## src/rtl/als_pkg.sv

```systemverilog
// Package: shared widths, register indexes and range thresholds for the light sampler.
`timescale 1ns / 1ps
`default_nettype none
package als_pkg;

  localparam int SAMPLE_W  = 16;
  localparam int REG_W     = 16;
  localparam int MEAS_W    = 32;
  localparam int SUM_W     = 36;
  localparam int LEVEL_W   = 2;
  localparam int CFG_IDX_W = 3;
  localparam int WINDOW_DEFAULT = 8;

  // Configuration register indexes
  typedef enum logic [CFG_IDX_W-1:0] {
    REG_DARK_LOW_GAIN_OFF  = 3'd0,
    REG_DARK_LOW_GAIN_ON   = 3'd1,
    REG_DARK_HIGH_GAIN_OFF = 3'd2,
    REG_DARK_HIGH_GAIN_ON  = 3'd3,
    REG_SCALE_LEVEL0       = 3'd4,
    REG_SCALE_LEVEL1       = 3'd5,
    REG_SCALE_LEVEL2       = 3'd6
  } cfg_reg_t;

  // Range levels
  localparam logic [LEVEL_W-1:0] LVL_LOW_R_G0  = 2'd0;
  localparam logic [LEVEL_W-1:0] LVL_LOW_R_G1  = 2'd1;
  localparam logic [LEVEL_W-1:0] LVL_HIGH_R_G0 = 2'd2;
  localparam logic [LEVEL_W-1:0] LVL_HIGH_R_G1 = 2'd3;

  // Thresholds on the raw sample bits taken as unsigned
  localparam logic [SAMPLE_W-1:0] THR_UP        = 16'd1000;
  localparam logic [SAMPLE_W-1:0] THR_DOWN_HIGH = 16'd31000;
  localparam logic [SAMPLE_W-1:0] THR_DOWN_MID  = 16'd15000;

endpackage
`default_nettype wire

```

## src/rtl/als_ram.sv

```systemverilog
// Generic simple dual-port RAM with one write port and one registered read port.
`timescale 1ns / 1ps
`default_nettype none
module als_ram #(
  parameter int WIDTH = 32,
  parameter int DEPTH = 8
) (
  input  wire logic                                  clk,
  input  wire logic                                  we,
  input  wire logic [(DEPTH > 1 ? $clog2(DEPTH) : 1)-1:0] waddr,
  input  wire logic [WIDTH-1:0]                      wdata,
  input  wire logic                                  re,
  input  wire logic [(DEPTH > 1 ? $clog2(DEPTH) : 1)-1:0] raddr,
  output logic      [WIDTH-1:0]                      rdata
);

  logic [WIDTH-1:0] mem [DEPTH];

  always_ff @(posedge clk) begin
    if (we) begin
      mem[waddr] <= wdata;
    end
    if (re) begin
      rdata <= mem[raddr];
    end
  end

endmodule
`default_nettype wire

```

## src/rtl/autorange_light_sampler.sv

```systemverilog
// Auto-ranging ADC sampler: range level control, dark/scale correction and moving window sum.
// An accepted sample beat passes the second-stage register, then the output register.
// Throughput: one sample per cycle unless the output stalls; the ring read at accept and the
// stage-two write-back overlap across items, with forwarding when both hit the same entry.
// A stalled result stalls the whole two-stage pipe and the input side.
// Reset (rst, synchronous): level 0, no drop armed, ring position 0, sum 0, every ring
// entry reads as zero until written, registers to their defaults; no clearing pass.
`timescale 1ns / 1ps
`default_nettype none
module autorange_light_sampler
  import als_pkg::*;
#(
  parameter int WINDOW = WINDOW_DEFAULT
) (
  input  wire logic                 clk,
  input  wire logic                 rst,
  // slave side: tdata = sample[15:0]
  input  wire logic                 s_tvalid,
  output logic                      s_tready,
  input  wire logic [15:0]          s_tdata,
  // master side: tdata = window_sum[35:0], range_level[37:36], high_resistor[38],
  // high_gain[39]
  output logic                      m_tvalid,
  input  wire logic                 m_tready,
  output logic [39:0]               m_tdata,
  // tuser = sample_dropped[0]
  output logic [0:0]                m_tuser,
  // configuration write port
  input  wire logic                 cfg_we,
  input  wire logic [CFG_IDX_W-1:0] cfg_addr,
  input  wire logic [REG_W-1:0]     cfg_wdata
);

  localparam int PTR_W = (WINDOW > 1) ? $clog2(WINDOW) : 1;
  localparam logic [PTR_W-1:0] PTR_LAST = PTR_W'(WINDOW - 1);

  // configuration registers
  logic [REG_W-1:0] dark_low_gain_off, dark_low_gain_on;
  logic [REG_W-1:0] dark_high_gain_off, dark_high_gain_on;
  logic [REG_W-1:0] scale_level0, scale_level1, scale_level2;

  always_ff @(posedge clk) begin
    if (rst) begin
      dark_low_gain_off  <= '0;
      dark_low_gain_on   <= '0;
      dark_high_gain_off <= '0;
      dark_high_gain_on  <= '0;
      scale_level0       <= REG_W'(1);
      scale_level1       <= REG_W'(1);
      scale_level2       <= REG_W'(1);
    end else if (cfg_we) begin
      case (cfg_addr)
        REG_DARK_LOW_GAIN_OFF:  dark_low_gain_off  <= cfg_wdata;
        REG_DARK_LOW_GAIN_ON:   dark_low_gain_on   <= cfg_wdata;
        REG_DARK_HIGH_GAIN_OFF: dark_high_gain_off <= cfg_wdata;
        REG_DARK_HIGH_GAIN_ON:  dark_high_gain_on  <= cfg_wdata;
        REG_SCALE_LEVEL0:       scale_level0       <= cfg_wdata;
        REG_SCALE_LEVEL1:       scale_level1       <= cfg_wdata;
        REG_SCALE_LEVEL2:       scale_level2       <= cfg_wdata;
        default: ;
      endcase
    end
  end

  // control state
  logic [LEVEL_W-1:0] level, level_next;
  logic               drop_pending;
  logic [PTR_W-1:0]   ring_position, pos_next;
  logic [SUM_W-1:0]   running_sum, sum_next;
  logic [WINDOW-1:0]  entry_valid;

  // second stage
  logic               b_valid, b_drop, b_fwd, b_old_valid;
  logic [MEAS_W-1:0]  b_meas, b_fwd_data;
  logic [PTR_W-1:0]   b_addr;
  logic [LEVEL_W-1:0] b_level;

  logic adv, accept, b_write;
  assign adv      = !m_tvalid || m_tready;
  assign s_tready = adv;
  assign accept   = s_tvalid && adv;
  assign b_write  = adv && b_valid && !b_drop;

  // first stage: dark/scale select, multiply, range step
  logic [REG_W-1:0]    dark, scale;
  logic [MEAS_W-1:0]   diff, prod;
  logic [SAMPLE_W-1:0] raw;
  logic                step_up, step_down;

  assign raw      = s_tdata;
  assign pos_next = (ring_position == PTR_LAST) ? '0 : ring_position + PTR_W'(1);

  always_comb begin
    case (level)
      LVL_LOW_R_G0:  begin dark = dark_low_gain_off;  scale = scale_level0; end
      LVL_LOW_R_G1:  begin dark = dark_low_gain_on;   scale = scale_level1; end
      LVL_HIGH_R_G0: begin dark = dark_high_gain_off; scale = scale_level2; end
      default:       begin dark = dark_high_gain_on;  scale = REG_W'(1);    end
    endcase
  end

  assign diff = {{(MEAS_W-SAMPLE_W){raw[SAMPLE_W-1]}}, raw} - {{(MEAS_W-REG_W){1'b0}}, dark};
  assign prod = MEAS_W'(diff * {{(MEAS_W-REG_W){1'b0}}, scale});

  always_comb begin
    step_up   = 1'b0;
    step_down = 1'b0;
    case (level)
      LVL_LOW_R_G0: step_up = raw < THR_UP;
      LVL_LOW_R_G1: begin
        step_down = raw > THR_DOWN_HIGH;
        step_up   = !step_down &&
                    ({1'b0, raw} < ({1'b0, THR_UP} + {1'b0, dark_low_gain_on}));
      end
      LVL_HIGH_R_G0: begin
        step_up   = raw < THR_UP;
        step_down = !step_up && (raw > THR_DOWN_MID);
      end
      default: step_down = raw > THR_DOWN_HIGH;
    endcase
  end

  always_comb begin
    level_next = level;
    if (step_up && level != LVL_HIGH_R_G1) begin
      level_next = level + LEVEL_W'(1);
    end else if (step_down && level != LVL_LOW_R_G0) begin
      level_next = level - LEVEL_W'(1);
    end
  end

  always_ff @(posedge clk) begin
    if (rst) begin
      level         <= LVL_LOW_R_G0;
      drop_pending  <= 1'b0;
      ring_position <= '0;
    end else if (accept) begin
      if (drop_pending) begin
        drop_pending <= 1'b0;
      end else begin
        ring_position <= pos_next;
        level         <= level_next;
        drop_pending  <= level_next != level;
      end
    end
  end

  // ring memory: read at accept, write back one stage later
  logic [MEAS_W-1:0] ram_rdata;

  als_ram #(
    .WIDTH(MEAS_W),
    .DEPTH(WINDOW)
  ) u_ring (
    .clk  (clk),
    .we   (b_write),
    .waddr(b_addr),
    .wdata(b_meas),
    .re   (accept && !drop_pending),
    .raddr(pos_next),
    .rdata(ram_rdata)
  );

  always_ff @(posedge clk) begin
    if (rst) begin
      b_valid <= 1'b0;
    end else if (adv) begin
      b_valid <= accept;
    end
  end

  always_ff @(posedge clk) begin
    if (accept) begin
      b_drop      <= drop_pending;
      b_meas      <= prod;
      b_addr      <= pos_next;
      b_level     <= drop_pending ? level : level_next;
      // the write-back leaving stage two this edge lands after the read: forward it
      b_fwd       <= b_valid && !b_drop && (b_addr == pos_next);
      b_fwd_data  <= b_meas;
      b_old_valid <= entry_valid[pos_next] || (b_valid && !b_drop && (b_addr == pos_next));
    end
  end

  always_ff @(posedge clk) begin
    if (rst) begin
      entry_valid <= '0;
    end else if (b_write) begin
      entry_valid[b_addr] <= 1'b1;
    end
  end

  // second stage: retire old entry, add new one
  logic [MEAS_W-1:0] old_meas;
  assign old_meas = !b_old_valid ? '0 : (b_fwd ? b_fwd_data : ram_rdata);
  assign sum_next = running_sum
                  - {{(SUM_W-MEAS_W){old_meas[MEAS_W-1]}}, old_meas}
                  + {{(SUM_W-MEAS_W){b_meas[MEAS_W-1]}}, b_meas};

  always_ff @(posedge clk) begin
    if (rst) begin
      running_sum <= '0;
    end else if (b_write) begin
      running_sum <= sum_next;
    end
  end

  // output register
  always_ff @(posedge clk) begin
    if (rst) begin
      m_tvalid <= 1'b0;
    end else if (adv) begin
      m_tvalid <= b_valid;
    end
  end

  always_ff @(posedge clk) begin
    if (adv && b_valid) begin
      m_tdata <= {b_level[0], b_level[1], b_level, b_drop ? running_sum : sum_next};
      m_tuser <= b_drop;
    end
  end

`ifndef NO_ASSERTIONS
  // a range change arms the drop of the next sample
  a_drop_armed: assert property (@(posedge clk) disable iff (rst)
    (accept && !drop_pending && level_next != level) |=> drop_pending)
    else $error("range change did not arm a drop");

  // a dropped sample leaves level and ring position alone and clears the drop
  a_drop_holds: assert property (@(posedge clk) disable iff (rst)
    (accept && drop_pending) |=>
      (level == $past(level) && ring_position == $past(ring_position) && !drop_pending))
    else $error("dropped sample changed state");

  // the ring position stays inside the window
  a_pos_range: assert property (@(posedge clk) disable iff (rst)
    ring_position <= PTR_LAST)
    else $error("ring position out of range");

  // the running sum only moves when a measurement is written back
  a_sum_quiet: assert property (@(posedge clk) disable iff (rst)
    !b_write |=> $stable(running_sum))
    else $error("running sum changed without a write-back");
`endif

endmodule
`default_nettype wire
```

## config.mk

```make
export PLATFORM = sky130hd
export DESIGN_NAME = autorange_light_sampler
export DESIGN_NICKNAME = d
export VERILOG_FILES = /design/src/rtl/als_pkg.sv /design/src/rtl/als_ram.sv /design/src/rtl/autorange_light_sampler.sv
export SDC_FILE = /design/constraint.sdc
export NUM_CORES = 2
export LEC_CHECK = 0
export BUFFER_PORTS_ARGS = -buffer_cell sky130_fd_sc_hd__buf_2
export CAP_MARGIN = 20
export CORE_ASPECT_RATIO = 0.75
export CORE_MARGIN = 4
export CORE_UTILIZATION = 34
export DETAILED_ROUTE_END_ITERATION = 10
export PLACE_DENSITY = 0.54
export SYNTH_ARGS = -nofsm -noshare
export SYNTH_HDL_FRONTEND = slang
export SYNTH_HIERARCHICAL = 1
export SYNTH_SLANG_ARGS = --single-unit
```

## constraint.sdc

```tcl
create_clock -name clk -period 14.4 [get_ports clk]
set_input_delay 2.16 -clock clk [delete_from_list [all_inputs] [get_ports clk]]
set_output_delay 2.16 -clock clk [all_outputs]
set_load 0.01 [all_outputs]
```

Yosys cells after proc, flatten, opt, wreduce, memory -nomap -nowiden
Memory sizes are Yosys's and may differ from the RTL's. A register that Yosys moved wholly into a read port is not among the register bits.
Cells that the tools add are included.
- register bits after elaboration: 277
- memory bits (writable): 256
- input bits: 40
- output and inout bits: 43
- word-level logic and storage cells: 101
- memories kept: 1
- memory list (name ; depth ; width ; read ports ; clocked after Yosys merged registers in ; write ports ; line ; text):
    u_ring.mem ; 8 ; 32 ; 1 ; 1 ; 1 ; als_ram.sv:17 ; logic [WIDTH-1:0] mem [DEPTH];
- $add $sub $neg: 7
- multiply operators: 1
- order comparisons: 7
- equal/unequal tests: 12
- mux-type cells: 18
- bitwise operators: 2
- reductions and logical operators: 30
- operator list (cell ; count):
    $pmux W16 S3 ; 2
    $mux W32 ; 2
    $add A36 B36 Y36 ; 1
    $mux W36 ; 1
    $sub A36 B36 Y36 ; 1
    $mul A18 B17 Y32 ; 1
    $sub A16 B17 Y18 ; 1
    $add A10 B16 Y17 const A ; 1
    $lt A16 B17 Y1 ; 1
    $gt A16 B14 Y1 const B ; 1
    $gt A16 B15 Y1 const B ; 1
    $lt A16 B10 Y1 const B ; 1
    $reduce_and A2 Y1 ; 8
    $eq A3 B3 Y1 const B ; 4
    $logic_and A1 B1 Y1 ; 11
    $lt A3 B4 Y1 const B ; 2
    $or A8 B8 Y8 ; 1
    $eq A3 B2 Y1 const B ; 2
    $mux W2 ; 3
    $logic_not A1 Y1 ; 5
    $mux W1 ; 5
    $pmux W1 S2 ; 2
    $add A3 B1 Y3 const B ; 1
    $bmux W1 S3 ; 1
    other kinds (17) ; 18

Longest topological paths before layout
- word-level depth: 9
- depth in mapped cells: 41
- depth with buffers taken out: 37

Modules after synthesis
The synthesis kept the hierarchy.
- by module, submodules not included (module ; instances ; cells an instance ; area an instance (um^2) ; seq. area each (um^2)):
    autorange_light_sampler ; 1 ; 2930 ; 25414.4 ; 6616.3
    als_ram ; 1 ; 415 ; 10786.6 ; 8648.3

Least setup slack after synthesis
OpenSTA, ideal clock, no wires.
- kind: input port to flip-flop
- start: input port s_tdata[0]
- end: register b_meas[30], data pin
- setup time: 0.258 ns
- data arrival time: 9.672 ns
- required time: 14.142 ns
- slack: 4.470 ns
- stages: 34
- buffers on the path: 1
- cells stage by stage: inv_1 > ha_1 > inv_1 > fa_1 > a211oi_1 > o21bai_1 > a311oi_1 > o21ai_0 > a31oi_1 > o21bai_1 > xnor2_1 > clkbuf_1 > nor2_1 > fa_1 > inv_1 > fa_1 > fa_1 > inv_1 > fa_1 > fa_1 > inv_1 > fa_1 > inv_1 > ha_1 > a21o_1 > a21o_1 > a21oi_1 > o21ai_0 > a21oi_1 > a21boi_0 > o21a_1 > o21a_1 > a211o_1 > xor2_1
- cells in the longest elaborated chain, start to end: 2
- ends and longest elaborated chain (what ; line ; text):
    start, declared ; autorange_light_sampler.sv:20 ; input wire logic [15:0] s_tdata,
    $sub A16 B17 Y18 ; autorange_light_sampler.sv:102 ; assign diff = {{(MEAS_W-SAMPLE_W){raw[SAMPLE_W-1]}}, raw} - {{(MEAS_W-REG_W){1'b0}}, dark};
    $mul A18 B17 Y32 ; autorange_light_sampler.sv:103 ; assign prod = MEAS_W'(diff * {{(MEAS_W-REG_W){1'b0}}, scale});
    named net prod[30] ; autorange_light_sampler.sv:86 ; logic [MEAS_W-1:0] diff, prod;
    end signal, assigned ; autorange_light_sampler.sv:175 ; b_meas <= prod;
    end, declared ; autorange_light_sampler.sv:74 ; logic [MEAS_W-1:0] b_meas, b_fwd_data;
The timed path passes the listed nets, and every way through them passes these cells.
A chain may end at the register's enable or synchronous reset.

Worst setup path in the final report
- start: register level[0]
- end: register b_meas[31], data pin
- cells in the longest elaborated chain, start to end: 4
- elaborated cells between the ends (all ways): 7
- those cells by class: add/sub (1); mul (1); eq/ne (2); mux (2); reduce/logical (1)
- ends and longest elaborated chain (what ; line ; text):
    start, declared ; autorange_light_sampler.sv:66 ; logic [LEVEL_W-1:0] level, level_next;
    start signal, assigned ; autorange_light_sampler.sv:142 ; level <= level_next;
    $eq A2 B2 Y1, or another cell as far along ; autorange_light_sampler.sv:94 ; case (level)
    $pmux W16 S3 ; autorange_light_sampler.sv:94 ;
    $sub A16 B17 Y18 ; autorange_light_sampler.sv:102 ;
    $mul A18 B17 Y32 (*) ; autorange_light_sampler.sv:103 ;
    named net prod[31] ; autorange_light_sampler.sv:86 ;
Mark *: on every way through the listed nets, which the timed path passes. The rest lies on a longest branch.

==> results.rst <==
.. list-table::
   :header-rows: 1

   * - Metric
     - Value
   * - Status
     - completed
   * - Post CTS Setup Buffer Count
     - 0
   * - CP max stage delay
     - 0.57 ns
   * - Category of the worst setup path launch point
     - register
   * - Maximum level of the CTS H-tree
     - 2
   * - Post-Syn Area per Cell
     - 10.8 µm²
   * - Initial cell density of the core
     - roughly a third
   * - Count of inserted antenna diode cells
     - 0
   * - Most frequently used flop master after synthesis
     - edfxtp_1
   * - Vias after detailed routing
     - ~24000
   * - Highest-count cells in the layout ignoring fill and taps
     - nand2_1 (525), inv_1 (498), edfxtp_1 (399)
   * - Pin slew with the least headroom to its limit
     - about 1.1 ns
   * - Proportion of register bits with asynchronous set or reset after synthesis
     - 0%
   * - Vias in the first global route
     - ~25000
   * - YS warnings
     - 6
   * - Register bit total from synthesis
     - 563
   * - Start-to-end type of the worst setup path
     - register to register
   * - Overall track demand over capacity in global routing
     - 17.3%
   * - Final Routed Wirelength
     - ~95 mm
   * - GPL Wtd Cong
     - approximately 0.88
   * - Combined area of the multi-input logic cells
     - 18600 µm²
   * - Design Area, Final
     - between 40000 and 50000 µm²
   * - Hold_sp
     - b_level[1]
   * - Required arrival time at the worst endpoint
     - between 10 and 15 ns
   * - Post-cts sizing count
     - 0
   * - Horiz. Die Dim
     - 385 µm
   * - Post-synthesis cell type with the largest combined area
     - edfxtp_1
   * - Most common cell after layout, fill and taps aside
     - nand2_1
   * - Main area contributors after synthesis
     - edfxtp_1 (33%), fa_1 (17%), dfxtp_1 (9.1%), ha_1 (5.5%), nand2_1 (5.4%)
   * - Max clock buf depth
     - 3
   * - Cells after Synth
     - approximately 3300
   * - Post-synthesis to final-layout area growth
     - 11.6%
   * - Data arrival time of the worst path
     - about 11 ns
   * - Count of maximum capacitance violations
     - 0
   * - Maximum net fanout on the critical path
     - 26
   * - Rel. slew slack
     - roughly a quarter
   * - Achievable clock frequency
     - 92.4 MHz
   * - Crit end category
     - register
   * - Cell mode on critical path
     - fa_1
   * - Slowest CP cell
     - fa_1
   * - Detailed-route DRC error count
     - 0
   * - Final setup violation count
     - 0
   * - Worst hold path stage count
     - 0
   * - Overall die height
     - 291 µm
   * - CTS root buffer
     - clkbuf_16
   * - Post-detailed-placement half-perimeter wirelength
     - 66.6 mm
   * - Power per unit of standard cell area
     - 194 nW/µm²
   * - Overall Power
     - between 0.007 and 0.008 W
   * - Setup repair after global routing missed its margin
     - no
   * - PortBufs
     - 82
   * - Router iterations before antenna repair
     - 8
   * - Via density
     - about 5.0
   * - Number of enable flip-flop cells after synthesis
     - around 400
   * - Initial DRC count
     - roughly 2000
   * - Max IR drop VDD
     - roughly 0.13 mV
   * - Total congestion overflow after global routing
     - 0
   * - Yosys cell types
     - 64
   * - Clock tree from TritonCTS
     - yes
   * - Maximum number of pins on one net before global-route repair
     - slightly above 90
   * - Clk slew on worst S/H paths
     - about 0.06 ns
   * - Post-CTS Hold Fix Bufs
     - 0
   * - Wire length per cell after detailed routing
     - 19.5 µm
   * - Filler Cells Inserted
     - around 10000
   * - Register area
     - 15300 µm²
   * - Core Area
     - between 100000 and 150000 µm²
   * - Worst setup path startpoint
     - level[0]
   * - Shortest clock period the worst path allows after layout
     - about 11 ns
   * - Worst R2R Path Depth
     - 35
   * - Placed Area
     - 38400 µm²
   * - Share of post-route cells with drive strength above 1
     - 9.19%
   * - Launching point of the worst reg2reg path
     - level[0]
   * - Leak pwr
     - roughly 16 nW
   * - Final number of hold-violating endpoints
     - 0
   * - Floorplan row count
     - between 100 and 150
   * - Number of clock sinks
     - around 560
   * - Number of antenna-violating nets in the routed design
     - 0
   * - Type of the worst min-delay path
     - register to register
   * - Sequential share of the synthesized area
     - a little over two fifths
   * - Fraction of the core area covered by cells at the end of the flow
     - between 30% and 40%
   * - Setup TNS after final layout
     - 0 ns
   * - Number of max-slew violations in the final report
     - 0
   * - Clock latency of the later-clocked register in the worst-skew pair
     - between 0.6 and 0.7 ns
   * - Cts bufs inserted
     - 61
   * - Final clock skew
     - 0.0499 ns
   * - Post-Syn Area
     - 36200 µm²
   * - Antenna violations before repair
     - 3
   * - # nets final
     - between 3000 and 4000
   * - First-pass GRT wire length
     - 150 mm
   * - Num ports
     - 83
   * - Fraction of the cycle the final worst path needs
     - roughly 75%
   * - Overall die area
     - approximately 110000 µm²
   * - Synthesized Nets
     - 3848
   * - Area share of the largest cell type after synthesis
     - between 30 and 40%
-- critical path: cells and delay by family, from the launching register on --
family | cells | cell delay (ns)
DFF | 1 | 0.43
and+or+nand+nor | 4 | 0.63
xor gates and xnor gates | 2 | 0.74
adders and majority gates | 10 | 4.56
AOI/OAI and AO/OA | 13 | 3.49
buffers and inverters | 6 | 0.71
-- cell usage after synthesis, types with 6 or more instances --
| master | number |
|---|---|
| xor2_1 | 48 |
| a31oi_1 | 24 |
| ha_1 | 160 |
| mux4_1 | 40 |
| or3_1 | 11 |
| nor2b_1 | 59 |
| o21a_1 | 14 |
| fa_1 | 303 |
| o21ai_0 | 104 |
| a222oi_1 | 23 |
| a21o_1 | 37 |
| mux4_2 | 26 |
| buf_1 | 14 |
| nand4_1 | 7 |
| nand2_1 | 525 |
| xnor2_1 | 82 |
| inv_1 | 500 |
| nand3_1 | 28 |
| or2_2 | 7 |
| nor2_1 | 235 |
| and3_1 | 8 |
| a211oi_1 | 12 |
| a21oi_1 | 194 |
| edfxtp_1 | 399 |
| mux2_2 | 34 |
| and2_1 | 11 |
| nor3_1 | 30 |
| clkbuf_1 | 92 |
| o21bai_1 | 13 |
| buf_2 | 6 |
| buf_6 | 7 |
| mux2i_1 | 35 |
| nand2b_1 | 25 |
| dfxtp_1 | 164 |
-- cells by family after synthesis --
group | after synthesis | synth area share (%)
compound gates | 465 | 7.84
xor+xnor | 131 | 3.21
fa+ha+maj | 463 | 22.3
buf+inv | 621 | 6.63
flops | 563 | 42.2
mux | 135 | 6.55
simple gates | 967 | 11.3
-- stage by stage --
stage          instances  hold WS [ns]  worst slack (ns)
6_report            4900         0.420              3.58
5_1_grt             4900         0.441              2.92
4_1_cts             4897         0.422              3.75
3_5_place_dp        4781         0.407              3.29
3_3_place_gp        4781         0.404              3.45
2_1_floorplan       3345         0.400              4.47
-- area by class of cell --
type / count / area share, %
clock buffers: 77 / 4.02
clock inverters: 39 / 0.938
inverters: 500 / 4.65
multi-input cells: 2161 / 46.1
flip-flops and latches: 563 / 37.8
well taps: 1417 / 4.39
repair buffers: 143 / 2.16
-- layer usage --
layer	wire, µm	track usage [%]	up-vias
met1	46100	26.3	12181
met4	1540	3.45	0
li1	-	-	11335
met3	6890	3.34	85
met2	40800	25.7	697
met5	0	0	-
-- power by group --
group          internal, W  total [W]  leakage [nW]  switching, W
clock network     0.000878    0.00157         0.973      0.000691
registers          0.00221    0.00241          5.02      0.000205
logic              0.00148    0.00387          10.5       0.00238
-- registers in the layout (all words and copies together), names as in the netlist, 32 cells and up --
register	flops
b_meas	32
u_ring/mem	256
m_tdata	38
u_ring/rdata	32
running_sum	36
b_fwd_data	32
-- worst paths after layout --
path	to	slack, ns
worst max-delay path	b_meas[31]	3.58
worst min-delay path	m_tdata[38]	0.42
worst min register to register	m_tdata[38]	0.42
worst max register to register	b_meas[31]	3.58
(Power assumes the default switching activity.)
